File: src/stq_pkg.sv
// ----------------------------------------------------------------------------
// stq_pkg
// shared types, codes and defaults for the sorted timer queue
// ----------------------------------------------------------------------------
package stq_pkg;

  localparam int DEPTH_DEF   = 16;
  localparam int ID_BITS_DEF = 16;
  localparam int MAX_RES     = 16;
  localparam int CMD_W       = 3;
  localparam int DELAY_W     = 31;
  localparam int KIND_W      = 3;
  localparam int TIME_W      = 32;
  localparam int RES_W       = $clog2(MAX_RES + 1);

  typedef enum logic [CMD_W-1:0] {
    CMD_TICK    = 3'd0,
    CMD_ADD_ONE = 3'd1,
    CMD_ADD_PER = 3'd2,
    CMD_REMOVE  = 3'd3,
    CMD_QUERY   = 3'd4
  } cmd_t;

  typedef enum logic [KIND_W-1:0] {
    K_ADDED     = 3'd0,
    K_EXPIRED   = 3'd1,
    K_REMAINING = 3'd2,
    K_NOT_FOUND = 3'd3,
    K_FULL      = 3'd4,
    K_REMOVED   = 3'd5
  } kind_t;

  typedef enum logic [3:0] {
    ST_IDLE,
    ST_DECODE,
    ST_INS,
    ST_SRCH,
    ST_EXP_CHK,
    ST_EXP_EMIT,
    ST_EXP_POP,
    ST_FIN
  } state_t;

  typedef enum logic [2:0] {
    OP_NONE,
    OP_LOAD,
    OP_TICK,
    OP_ADD_SETUP,
    OP_INS_STEP,
    OP_SRCH_SETUP,
    OP_SRCH_STEP,
    OP_EXP_POP
  } op_t;

  typedef struct packed {
    op_t   op;
    logic  out_load;
    kind_t out_kind;
    logic  out_last;
  } ctl_t;

  typedef struct packed {
    logic [CMD_W-1:0] cmd;
    logic             full;
    logic             exp_more;
    logic             n_zero;
    logic             head_per_nz;
    logic             ins_done;
    logic             srch_done;
    logic             found;
    logic             out_busy;
  } sts_t;

endpackage

File: src/stq_in_if.sv
// ----------------------------------------------------------------------------
// stq_in_if
// command channel: valid, ready and one command beat
// ----------------------------------------------------------------------------
interface stq_in_if
  import stq_pkg::*;
#(
  parameter int ID_BITS = ID_BITS_DEF
);
  logic               valid;
  logic               ready;
  logic [CMD_W-1:0]   cmd;
  logic [DELAY_W-1:0] delay_ms;
  logic [ID_BITS-1:0] tid;

  modport source (output valid, cmd, delay_ms, tid, input ready);
  modport sink   (input valid, cmd, delay_ms, tid, output ready);
endinterface

File: src/stq_out_if.sv
// ----------------------------------------------------------------------------
// stq_out_if
// result channel: valid, ready and one result beat
// ----------------------------------------------------------------------------
interface stq_out_if
  import stq_pkg::*;
#(
  parameter int ID_BITS = ID_BITS_DEF
);
  logic               valid;
  logic               ready;
  logic [KIND_W-1:0]  kind;
  logic [ID_BITS-1:0] result_id;
  logic [DELAY_W-1:0] remaining_ms;
  logic               last;

  modport source (output valid, kind, result_id, remaining_ms, last, input ready);
  modport sink   (input valid, kind, result_id, remaining_ms, last, output ready);
endinterface

File: src/sorted_timer_queue.sv
// ----------------------------------------------------------------------------
// sorted_timer_queue
// up to DEPTH millisecond timers kept in trigger order, with add, remove,
// query and tick commands
// ----------------------------------------------------------------------------
// Takes one command at a time. The entries sit in a register queue that can
// rotate its head to the tail, pop its head or push at its tail; every walk
// goes over the live entries one per cycle, so the count of live entries sets
// the cost. A sorted add, a remove and a query each walk the queue once; an
// add to a full queue is answered without a walk. A tick takes each due timer
// in turn and walks the queue again for each one that re-arms. Results leave
// through a one-beat output register; the block waits while it is still full.
// Up to MAX_RES timers expire per tick; the rest stay due at the head.
module sorted_timer_queue
  import stq_pkg::*;
#(
  parameter int DEPTH   = DEPTH_DEF,
  parameter int ID_BITS = ID_BITS_DEF
)(
  input  logic clk,
  input  logic rst_n,
  stq_in_if.sink    in_ch,
  stq_out_if.source out_ch
);

  ctl_t ctl;   // controller commands to the datapath
  sts_t sts;   // datapath status back to the controller

  // sequencer: walks, expiry run, result emission
  stq_ctrl u_ctrl (
    .clk      (clk),
    .rst_n    (rst_n),
    .in_valid (in_ch.valid),
    .in_ready (in_ch.ready),
    .sts      (sts),
    .ctl      (ctl)
  );

  // entry queue, time base, id counter and output register
  stq_dp #(
    .DEPTH   (DEPTH),
    .ID_BITS (ID_BITS)
  ) u_dp (
    .clk              (clk),
    .rst_n            (rst_n),
    .in_cmd           (in_ch.cmd),
    .in_delay_ms      (in_ch.delay_ms),
    .in_tid           (in_ch.tid),
    .ctl              (ctl),
    .sts              (sts),
    .out_valid        (out_ch.valid),
    .out_ready        (out_ch.ready),
    .out_kind         (out_ch.kind),
    .out_result_id    (out_ch.result_id),
    .out_remaining_ms (out_ch.remaining_ms),
    .out_last         (out_ch.last)
  );

endmodule

File: src/stq_ctrl.sv
// ----------------------------------------------------------------------------
// stq_ctrl
// sequencer for insert walks, id searches and the expiry run
// ----------------------------------------------------------------------------
module stq_ctrl
  import stq_pkg::*;
(
  input  logic clk,
  input  logic rst_n,
  input  logic in_valid,
  output logic in_ready,
  input  sts_t sts,
  output ctl_t ctl
);

  state_t state_r, state_nxt;
  kind_t  fin_kind_r, fin_kind_nxt;
  logic   ins_tick_r, ins_tick_nxt;

  always_ff @(posedge clk) begin
    if (!rst_n) begin
      state_r    <= ST_IDLE;
      fin_kind_r <= K_ADDED;
      ins_tick_r <= 1'b0;
    end else begin
      state_r    <= state_nxt;
      fin_kind_r <= fin_kind_nxt;
      ins_tick_r <= ins_tick_nxt;
    end
  end

  always_comb begin
    state_nxt    = state_r;
    fin_kind_nxt = fin_kind_r;
    ins_tick_nxt = ins_tick_r;
    in_ready     = 1'b0;
    ctl.op       = OP_NONE;
    ctl.out_load = 1'b0;
    ctl.out_kind = K_EXPIRED;
    ctl.out_last = 1'b0;
    case (state_r)
      ST_IDLE: begin
        in_ready = 1'b1;
        if (in_valid) begin
          ctl.op    = OP_LOAD;
          state_nxt = ST_DECODE;
        end
      end
      ST_DECODE: begin
        case (sts.cmd)
          CMD_TICK: begin
            ctl.op       = OP_TICK;
            ins_tick_nxt = 1'b1;
            state_nxt    = ST_EXP_CHK;
          end
          CMD_ADD_ONE, CMD_ADD_PER: begin
            if (sts.full) begin
              fin_kind_nxt = K_FULL;
              state_nxt    = ST_FIN;
            end else begin
              ctl.op       = OP_ADD_SETUP;
              ins_tick_nxt = 1'b0;
              state_nxt    = ST_INS;
            end
          end
          CMD_REMOVE, CMD_QUERY: begin
            ctl.op    = OP_SRCH_SETUP;
            state_nxt = ST_SRCH;
          end
          default: state_nxt = ST_IDLE;
        endcase
      end
      ST_INS: begin
        if (sts.ins_done) begin
          if (ins_tick_r) begin
            state_nxt = ST_EXP_CHK;
          end else begin
            fin_kind_nxt = K_ADDED;
            state_nxt    = ST_FIN;
          end
        end else begin
          ctl.op = OP_INS_STEP;
        end
      end
      ST_SRCH: begin
        if (sts.srch_done) begin
          if (!sts.found) begin
            fin_kind_nxt = K_NOT_FOUND;
          end else if (sts.cmd == CMD_REMOVE) begin
            fin_kind_nxt = K_REMOVED;
          end else begin
            fin_kind_nxt = K_REMAINING;
          end
          state_nxt = ST_FIN;
        end else begin
          ctl.op = OP_SRCH_STEP;
        end
      end
      ST_EXP_CHK: begin
        if (sts.exp_more) begin
          state_nxt = sts.n_zero ? ST_EXP_POP : ST_EXP_EMIT;
        end else if (!sts.n_zero) begin
          fin_kind_nxt = K_EXPIRED;
          state_nxt    = ST_FIN;
        end else begin
          state_nxt = ST_IDLE;
        end
      end
      ST_EXP_EMIT: begin
        if (!sts.out_busy) begin
          ctl.out_load = 1'b1;
          ctl.out_kind = K_EXPIRED;
          state_nxt    = ST_EXP_POP;
        end
      end
      ST_EXP_POP: begin
        ctl.op    = OP_EXP_POP;
        state_nxt = sts.head_per_nz ? ST_INS : ST_EXP_CHK;
      end
      ST_FIN: begin
        if (!sts.out_busy) begin
          ctl.out_load = 1'b1;
          ctl.out_kind = fin_kind_r;
          ctl.out_last = 1'b1;
          state_nxt    = ST_IDLE;
        end
      end
      default: state_nxt = ST_IDLE;
    endcase
  end

endmodule

File: src/stq_dp.sv
// ----------------------------------------------------------------------------
// stq_dp
// entry queue with head rotate, pop and tail push, time and id registers
// ----------------------------------------------------------------------------
module stq_dp
  import stq_pkg::*;
#(
  parameter int DEPTH   = DEPTH_DEF,
  parameter int ID_BITS = ID_BITS_DEF
)(
  input  logic               clk,
  input  logic               rst_n,
  input  logic [CMD_W-1:0]   in_cmd,
  input  logic [DELAY_W-1:0] in_delay_ms,
  input  logic [ID_BITS-1:0] in_tid,
  input  ctl_t               ctl,
  output sts_t               sts,
  output logic               out_valid,
  input  logic               out_ready,
  output logic [KIND_W-1:0]  out_kind,
  output logic [ID_BITS-1:0] out_result_id,
  output logic [DELAY_W-1:0] out_remaining_ms,
  output logic               out_last
);

  localparam int CNT_W = $clog2(DEPTH + 1);
  localparam logic [TIME_W-1:0] MSB = {1'b1, {(TIME_W-1){1'b0}}};

  logic [TIME_W-1:0]  trig_r [DEPTH];
  logic [DELAY_W-1:0] per_r  [DEPTH];
  logic [ID_BITS-1:0] ids_r  [DEPTH];

  logic [CNT_W-1:0]   cnt_r, k_r;
  logic [TIME_W-1:0]  now_r;
  logic [ID_BITS-1:0] next_id_r;
  logic [RES_W-1:0]   n_r;
  logic               done_r, found_r;
  logic [CMD_W-1:0]   cmd_r;
  logic [DELAY_W-1:0] delay_r, rem_r;
  logic [ID_BITS-1:0] tid_r, pend_id_r;
  logic [TIME_W-1:0]  new_trig_r;
  logic [DELAY_W-1:0] new_per_r;
  logic [ID_BITS-1:0] new_id_r;
  logic               out_valid_r, out_last_r;
  logic [KIND_W-1:0]  out_kind_r;
  logic [ID_BITS-1:0] out_id_r;
  logic [DELAY_W-1:0] out_rem_r;

  logic [TIME_W-1:0]  head_diff, new_diff;
  logic [DELAY_W-1:0] head_rem;
  logic               head_ge, head_due, match;
  logic               rot_en, pop_en, push_en;
  logic [ID_BITS-1:0] gen_id;

  assign head_diff = trig_r[0] - now_r;
  assign new_diff  = new_trig_r - now_r;
  // signed order of distance to now
  assign head_ge   = (head_diff ^ MSB) >= (new_diff ^ MSB);
  assign head_due  = head_diff[TIME_W-1] || (head_diff == '0);
  assign head_rem  = head_diff[TIME_W-1] ? '0 : head_diff[DELAY_W-1:0];
  assign match     = (ids_r[0] == tid_r) && !found_r;
  assign gen_id    = ((next_id_r + 1'b1) == '0) ? ID_BITS'(1) : next_id_r + 1'b1;

  always_comb begin
    rot_en  = 1'b0;
    pop_en  = 1'b0;
    push_en = 1'b0;
    case (ctl.op)
      OP_INS_STEP: begin
        if (!done_r && ((k_r == '0) || head_ge)) push_en = 1'b1;
        else if (k_r != '0)                       rot_en  = 1'b1;
      end
      OP_SRCH_STEP: begin
        if (match && (cmd_r == CMD_REMOVE)) pop_en = 1'b1;
        else                                rot_en = 1'b1;
      end
      OP_EXP_POP: pop_en = 1'b1;
      default: ;
    endcase
  end

  for (genvar i = 0; i < DEPTH; i++) begin : g_ent
    always_ff @(posedge clk) begin
      if (i < DEPTH - 1) begin
        if ((rot_en || pop_en) && (CNT_W'(i + 1) < cnt_r)) begin
          trig_r[i] <= trig_r[(i + 1) % DEPTH];
          per_r[i]  <= per_r[(i + 1) % DEPTH];
          ids_r[i]  <= ids_r[(i + 1) % DEPTH];
        end
      end
      if (rot_en && (CNT_W'(i + 1) == cnt_r)) begin
        trig_r[i] <= trig_r[0];
        per_r[i]  <= per_r[0];
        ids_r[i]  <= ids_r[0];
      end
      if (push_en && (CNT_W'(i) == cnt_r)) begin
        trig_r[i] <= new_trig_r;
        per_r[i]  <= new_per_r;
        ids_r[i]  <= new_id_r;
      end
    end
  end

  always_ff @(posedge clk) begin
    if (!rst_n) begin
      cnt_r       <= '0;
      k_r         <= '0;
      now_r       <= '0;
      next_id_r   <= '0;
      n_r         <= '0;
      done_r      <= 1'b0;
      found_r     <= 1'b0;
      out_valid_r <= 1'b0;
    end else begin
      if (push_en) cnt_r <= cnt_r + 1'b1;
      if (pop_en)  cnt_r <= cnt_r - 1'b1;
      case (ctl.op)
        OP_TICK: begin
          now_r <= now_r + 1'b1;
          n_r   <= '0;
        end
        OP_ADD_SETUP: begin
          next_id_r <= gen_id;
          k_r       <= cnt_r;
          done_r    <= 1'b0;
        end
        OP_INS_STEP: begin
          if (push_en)     done_r <= 1'b1;
          else if (rot_en) k_r    <= k_r - 1'b1;
        end
        OP_SRCH_SETUP: begin
          k_r     <= cnt_r;
          found_r <= 1'b0;
        end
        OP_SRCH_STEP: begin
          k_r <= k_r - 1'b1;
          if (match) found_r <= 1'b1;
        end
        OP_EXP_POP: begin
          n_r    <= n_r + 1'b1;
          k_r    <= cnt_r - 1'b1;
          done_r <= 1'b0;
        end
        default: ;
      endcase
      if (ctl.out_load)               out_valid_r <= 1'b1;
      else if (out_valid_r && out_ready) out_valid_r <= 1'b0;
    end
  end

  // payload registers
  always_ff @(posedge clk) begin
    case (ctl.op)
      OP_LOAD: begin
        cmd_r   <= in_cmd;
        delay_r <= in_delay_ms;
        tid_r   <= in_tid;
      end
      OP_ADD_SETUP: begin
        new_trig_r <= now_r + TIME_W'(delay_r);
        new_per_r  <= (cmd_r == CMD_ADD_PER) ? delay_r : '0;
        new_id_r   <= gen_id;
      end
      OP_SRCH_STEP: begin
        if (match) rem_r <= head_rem;
      end
      OP_EXP_POP: begin
        new_trig_r <= trig_r[0] + TIME_W'(per_r[0]);
        new_per_r  <= per_r[0];
        new_id_r   <= ids_r[0];
        pend_id_r  <= ids_r[0];
      end
      default: ;
    endcase
    if (ctl.out_load) begin
      out_kind_r <= ctl.out_kind;
      out_last_r <= ctl.out_last;
      out_rem_r  <= (ctl.out_kind == K_REMAINING) ? rem_r : '0;
      case (ctl.out_kind)
        K_ADDED:   out_id_r <= new_id_r;
        K_EXPIRED: out_id_r <= pend_id_r;
        K_FULL:    out_id_r <= '0;
        default:   out_id_r <= tid_r;
      endcase
    end
  end

  assign sts.cmd         = cmd_r;
  assign sts.full        = (cnt_r == CNT_W'(DEPTH));
  assign sts.exp_more    = (cnt_r != '0) && (n_r < RES_W'(MAX_RES)) && head_due;
  assign sts.n_zero      = (n_r == '0);
  assign sts.head_per_nz = (per_r[0] != '0);
  assign sts.ins_done    = done_r && (k_r == '0);
  assign sts.srch_done   = (k_r == '0);
  assign sts.found       = found_r;
  assign sts.out_busy    = out_valid_r;

  assign out_valid        = out_valid_r;
  assign out_kind         = out_kind_r;
  assign out_result_id    = out_id_r;
  assign out_remaining_ms = out_rem_r;
  assign out_last         = out_last_r;

endmodule
File: src/flat_wrapper.sv
// flat-port wrapper written by rule: the top's interface ports become plain ports
module sorted_timer_queue_flat import stq_pkg::*;
#(
  parameter int DEPTH   = DEPTH_DEF,
  parameter int ID_BITS = ID_BITS_DEF
)
  (clk, rst_n, in_ch_valid, in_ch_cmd, in_ch_delay_ms, in_ch_tid, in_ch_ready, out_ch_valid, out_ch_kind, out_ch_result_id, out_ch_remaining_ms, out_ch_last, out_ch_ready);
  stq_in_if #(.ID_BITS(ID_BITS)) in_ch_i ();
  stq_out_if #(.ID_BITS(ID_BITS)) out_ch_i ();
  input  logic clk;
  input  logic rst_n;
  input wire logic [$bits(in_ch_i.valid)-1:0] in_ch_valid;
  input wire logic [$bits(in_ch_i.cmd)-1:0] in_ch_cmd;
  input wire logic [$bits(in_ch_i.delay_ms)-1:0] in_ch_delay_ms;
  input wire logic [$bits(in_ch_i.tid)-1:0] in_ch_tid;
  output wire logic [$bits(in_ch_i.ready)-1:0] in_ch_ready;
  output wire logic [$bits(out_ch_i.valid)-1:0] out_ch_valid;
  output wire logic [$bits(out_ch_i.kind)-1:0] out_ch_kind;
  output wire logic [$bits(out_ch_i.result_id)-1:0] out_ch_result_id;
  output wire logic [$bits(out_ch_i.remaining_ms)-1:0] out_ch_remaining_ms;
  output wire logic [$bits(out_ch_i.last)-1:0] out_ch_last;
  input wire logic [$bits(out_ch_i.ready)-1:0] out_ch_ready;
  assign in_ch_i.valid = in_ch_valid;
  assign in_ch_i.cmd = in_ch_cmd;
  assign in_ch_i.delay_ms = in_ch_delay_ms;
  assign in_ch_i.tid = in_ch_tid;
  assign in_ch_ready = in_ch_i.ready;
  assign out_ch_valid = out_ch_i.valid;
  assign out_ch_kind = out_ch_i.kind;
  assign out_ch_result_id = out_ch_i.result_id;
  assign out_ch_remaining_ms = out_ch_i.remaining_ms;
  assign out_ch_last = out_ch_i.last;
  assign out_ch_i.ready = out_ch_ready;
  sorted_timer_queue #(.DEPTH(DEPTH), .ID_BITS(ID_BITS)) u_core (.clk(clk), .rst_n(rst_n), .in_ch(in_ch_i), .out_ch(out_ch_i));
endmodule
File: config.mk
export PLATFORM = sky130hd
export DESIGN_NAME = sorted_timer_queue_flat
export DESIGN_NICKNAME = d
export VERILOG_FILES = /design/src/stq_pkg.sv /design/src/stq_in_if.sv /design/src/stq_out_if.sv /design/src/sorted_timer_queue.sv /design/src/stq_ctrl.sv /design/src/stq_dp.sv /design/src/flat_wrapper.sv
export SDC_FILE = /design/constraint.sdc
export NUM_CORES = 2
export LEC_CHECK = 0
export BUFFER_PORTS_ARGS = -buffer_cell sky130_fd_sc_hd__buf_4
export CORE_AREA = 2 2 529 531
export CTS_BUF_LIST = sky130_fd_sc_hd__clkbuf_8
export DETAILED_ROUTE_END_ITERATION = 8
export DIE_AREA = 0 0 531 533
export GPL_ROUTABILITY_DRIVEN = 1
export PLACE_DENSITY_LB_ADDON = 0.25
export SYNTH_ARGS = -nofsm -noshare
export SYNTH_HDL_FRONTEND = slang
export SYNTH_SLANG_ARGS = --single-unit
File: constraint.sdc
create_clock -name clk -period 14.58 [get_ports clk]
set_input_delay 1.458 -clock clk [delete_from_list [all_inputs] [get_ports clk]]
set_output_delay 1.458 -clock clk [all_outputs]
set_load 0.01 [all_outputs]
==> flow_summary.yaml <==
hold_path:
  hp-class: "flop to flop"
yosys:
  ys.flop_type: "edfxtp_1"
  synthDistinctLibCells: 83
  synthMostInstantiatedCell: "nand2_1"
  syn-num-nets: 8438
  synth_largest_area_cell: "edfxtp_1"
  synth_edf_count: 1491
  synth_top_area_share: 0.541
  synth_area_leaders: "edfxtp_1, nand2_1, mux2i_1"
  syn_inst: 8213
  synth_common_cells: "nand2_1, edfxtp_1, nor2_1"
  yosysWarnings: 0
  ys_ff_latch: 1564
  syn_area_um2: 82800
  syn_avg_cell_area_um2: 10.1
  async_flop_share: 0
  yosysSeqAreaShare: 0.558
power_and_ir_drop:
  leakagePower_nw: 34.0
  power.density_nw_per_um2: 106
  ir_drop_uv: 70.2
  finalPower_mw: 9.81
sta:
  tightest_slew_ns: 1.33
  setup_slack_ns: 5.02
  finalMaxSlewViolations: 0
  rsz0062_at_grt: "false"
  fin_tns_setup_ns: 0
  finClkSkew_ns: 0.141
  timing.fmax_mhz: 105
  period_needed_ns: 9.56
  finalHoldWorstSlack_ns: 0.496
  hold_viol: 0
  slew_headroom: 0.111
  finalCritPeriodShare: 0.656
  setup_viol: 0
global_routing:
  antenna_found_initial: 15
  grt_max_degree: 104
  overflow: 0
  grt_pass1_wl_um: 464000
  grt_pass1_vias: 63000
  track_usage: 0.225
worst_setup_path:
  critPathArrivalTime_ns: 10.11
  r2r_start: "u_core.u_dp.new_trig_r[0]"
  end_kind: "flop"
  crit_path_end: "u_core.u_dp.per_r[1][156]"
  critical_path.top_delay_family: "compound AO/OA/AOI/OAI gates"
  r2r_slack_ns: 5.02
  cp-start-kind: "flop"
  r2r-end: "u_core.u_dp.per_r[1][156]"
  critPathSlowestCell: "nand3_4"
  path_buf_inv: 4
  cp.depth: 27
  worstPathMaxFanout: 43
  critPathLaunch: "u_core.u_dp.new_trig_r[0]"
  path_class: "flop to flop"
  reg2reg_depth: 27
  max_stage_delay_ns: 0.79
  critPathRequiredTime_ns: 15.13
clocking:
  cts-root-buf: "clkbuf_8"
  cts_resized: 0
  insertion_delay_ns: 1.00
  clock_sinks: 1564
  cts_tree: "yes"
  cts_hold_buf: 0
  h-tree-depth: 5
  clk_pin_slew_ns: 0.06
  max-clock-path-buffers: 4
  cts_made_buffers: 288
  cts_setup_buffers: 0
floorplanning:
  die_w_um: 531
  core.rowCount: 194
  pin_count: 107
  start_util: 0.298
  core_area_um2: 278000
  die_y_um: 533
  die_area_um2: 283000
detailed_routing:
  detail-route-antenna-nets: 0
  drc: 0
  initialDrtViolationCount: 7842
  post_drt_wl_per_cell_um: 27.2
  drt_pass1_iterations: 6
  vias: 65900
  drt-total-wl_um: 327000
  avgViaCountPerCell: 5.49
finish:
  area_growth_pct: 11.6
  drive_above_1_share: 0.108
  fin_nets: 8294
  multiInputGateArea_um2: 33600
  fillCellCount: 27900
  seqCellArea_um2: 46200
  design_area_um2: 92400
job:
  drv_cap: 0
place:
  gp_congestion: 0.894
  port_buffers: 106
  dp_hpwl_um: 199000
  dp_slack_ns: 5.14
  placed_cell_area_um2: 87300
run_status:
  status: "completed"
-- report_power, final --
part           switching (mW)  internal [mW]
Combinational           0.499          0.234
Sequential              0.180           4.94
Clock                    2.00           1.96
Total                    2.67           7.14
-- worst reg2reg max path, stage by stage (launching register included) --
cell and delay (ns):
edfxtp_1 0.53, clkinv_1 0.24, ha_1 0.22, inv_1 0.07, fa_1 0.42, a211o_1 0.34, a2111oi_4 0.34, o31ai_1 0.20
o41a_1 0.45, a311oi_2 0.49, nor3_1 0.14, o31a_1 0.32, o21ai_2 0.14, nand2b_1 0.07, a21oi_1 0.17, xor2_1 0.19
ha_1 0.27, nor2b_1 0.14, o21ai_0 0.17, nand2_1 0.09, o21bai_1 0.23, buf_4 0.27, o2111ai_1 0.17, nand2_2 0.78
nand3_4 0.80, o21ai_0 0.33, or2_4 0.71, buf_4 0.77
-- state kept, by name (all words and copies together) (netlist names), 16 cells and up --
register and count:
u_core.u_dp.trig_r 512, u_core.u_dp.new_per_r 31, u_core.u_dp.pend_id_r 16, u_core.u_dp.tid_r 16, u_core.u_dp.new_trig_r 32, u_core.u_dp.now_r 32, u_core.u_dp.ids_r 256, u_core.u_dp.delay_r 31
u_core.u_dp.next_id_r 16, u_core.u_dp.rem_r 31, u_core.u_dp.out_result_id 16, u_core.u_dp.per_r 496, u_core.u_dp.out_remaining_ms 31, u_core.u_dp.new_id_r 16
-- worst min-delay path by stage --
stage                          startpoint                          to  slack [ns]  cells past startpoint
2_1_floorplan    u_core.u_dp.ids_r[0][15]   u_core.u_dp.pend_id_r[15]        0.42                      0
3_3_place_gp           u_core.u_dp.k_r[1]          u_core.u_dp.k_r[1]        0.48                      2
3_5_place_dp           u_core.u_dp.k_r[3]          u_core.u_dp.k_r[3]        0.50                      2
4_1_cts        u_core.u_dp.trig_r[1][139]  u_core.u_dp.trig_r[1][107]        0.48                      2
5_1_grt          u_core.u_dp.per_r[0][49]    u_core.u_dp.per_r[0][18]        0.53                      1
6_report       u_core.u_dp.trig_r[1][139]  u_core.u_dp.trig_r[1][107]        0.50                      2
-- cell families after synthesis --
| group | share of synthesized area |
|---|---|
| flops | 0.558 |
| xor+xnor | 0.0192 |
| simple gates | 0.173 |
| fa+ha+maj | 0.0262 |
| compound gates | 0.103 |
| buf+inv | 0.0419 |
| mux | 0.0783 |
-- cells in the final DEF (no fill, tap or decap), drive strengths merged, types with 8 or more instances in the layout --
cell type,count
a21o,42
nor2,712
nor3,45
xor2,72
a22o,31
or3,26
o31ai,11
nand4,28
mux2,158
nand2b,22
dfxtp,73
edfxtp,1491
clkinv,90
a21boi,18
o211ai,23
clkbuf,300
buf,311
a222oi,16
nand3,580
nor2b,41
ha,167
a31oi,420
o21ai,432
a2111oi,8
o21bai,18
o21a,21
xnor2,110
and3,34
nand2,1749
a21oi,303
mux2i,470
inv,220
nor4,27
or2,9
and2,91
a211oi,18
-- per-stage QoR --
step | cells | utilization
after floorplan | 8213 | -
after global placement | 11500 | 0.314
after detailed placement | 11500 | 0.314
after CTS | 12000 | 0.332
after global routing | 12000 | 0.332
final | 12000 | 0.332
-- final cells by class --
class,instances,share of cell area
antenna,5,0.000135
clock buffer,300,0.0447
clock inverter,205,0.0104
inverter,113,0.00462
multi-input combinational,5791,0.364
sequential,1564,0.500
tap,3724,0.0504
timing repair buffer,311,0.0253
-- per-layer routing --
metal,up-vias,track usage,part of all wire
met1,32800,0.301,0.42
met3,656,0.0425,0.087
li1,29100,-,-
met4,12,0.0977,0.046
met5,-,0,0.00028
met2,3348,0.353,0.45
Note: power is estimated with default switching activity, not from simulation.
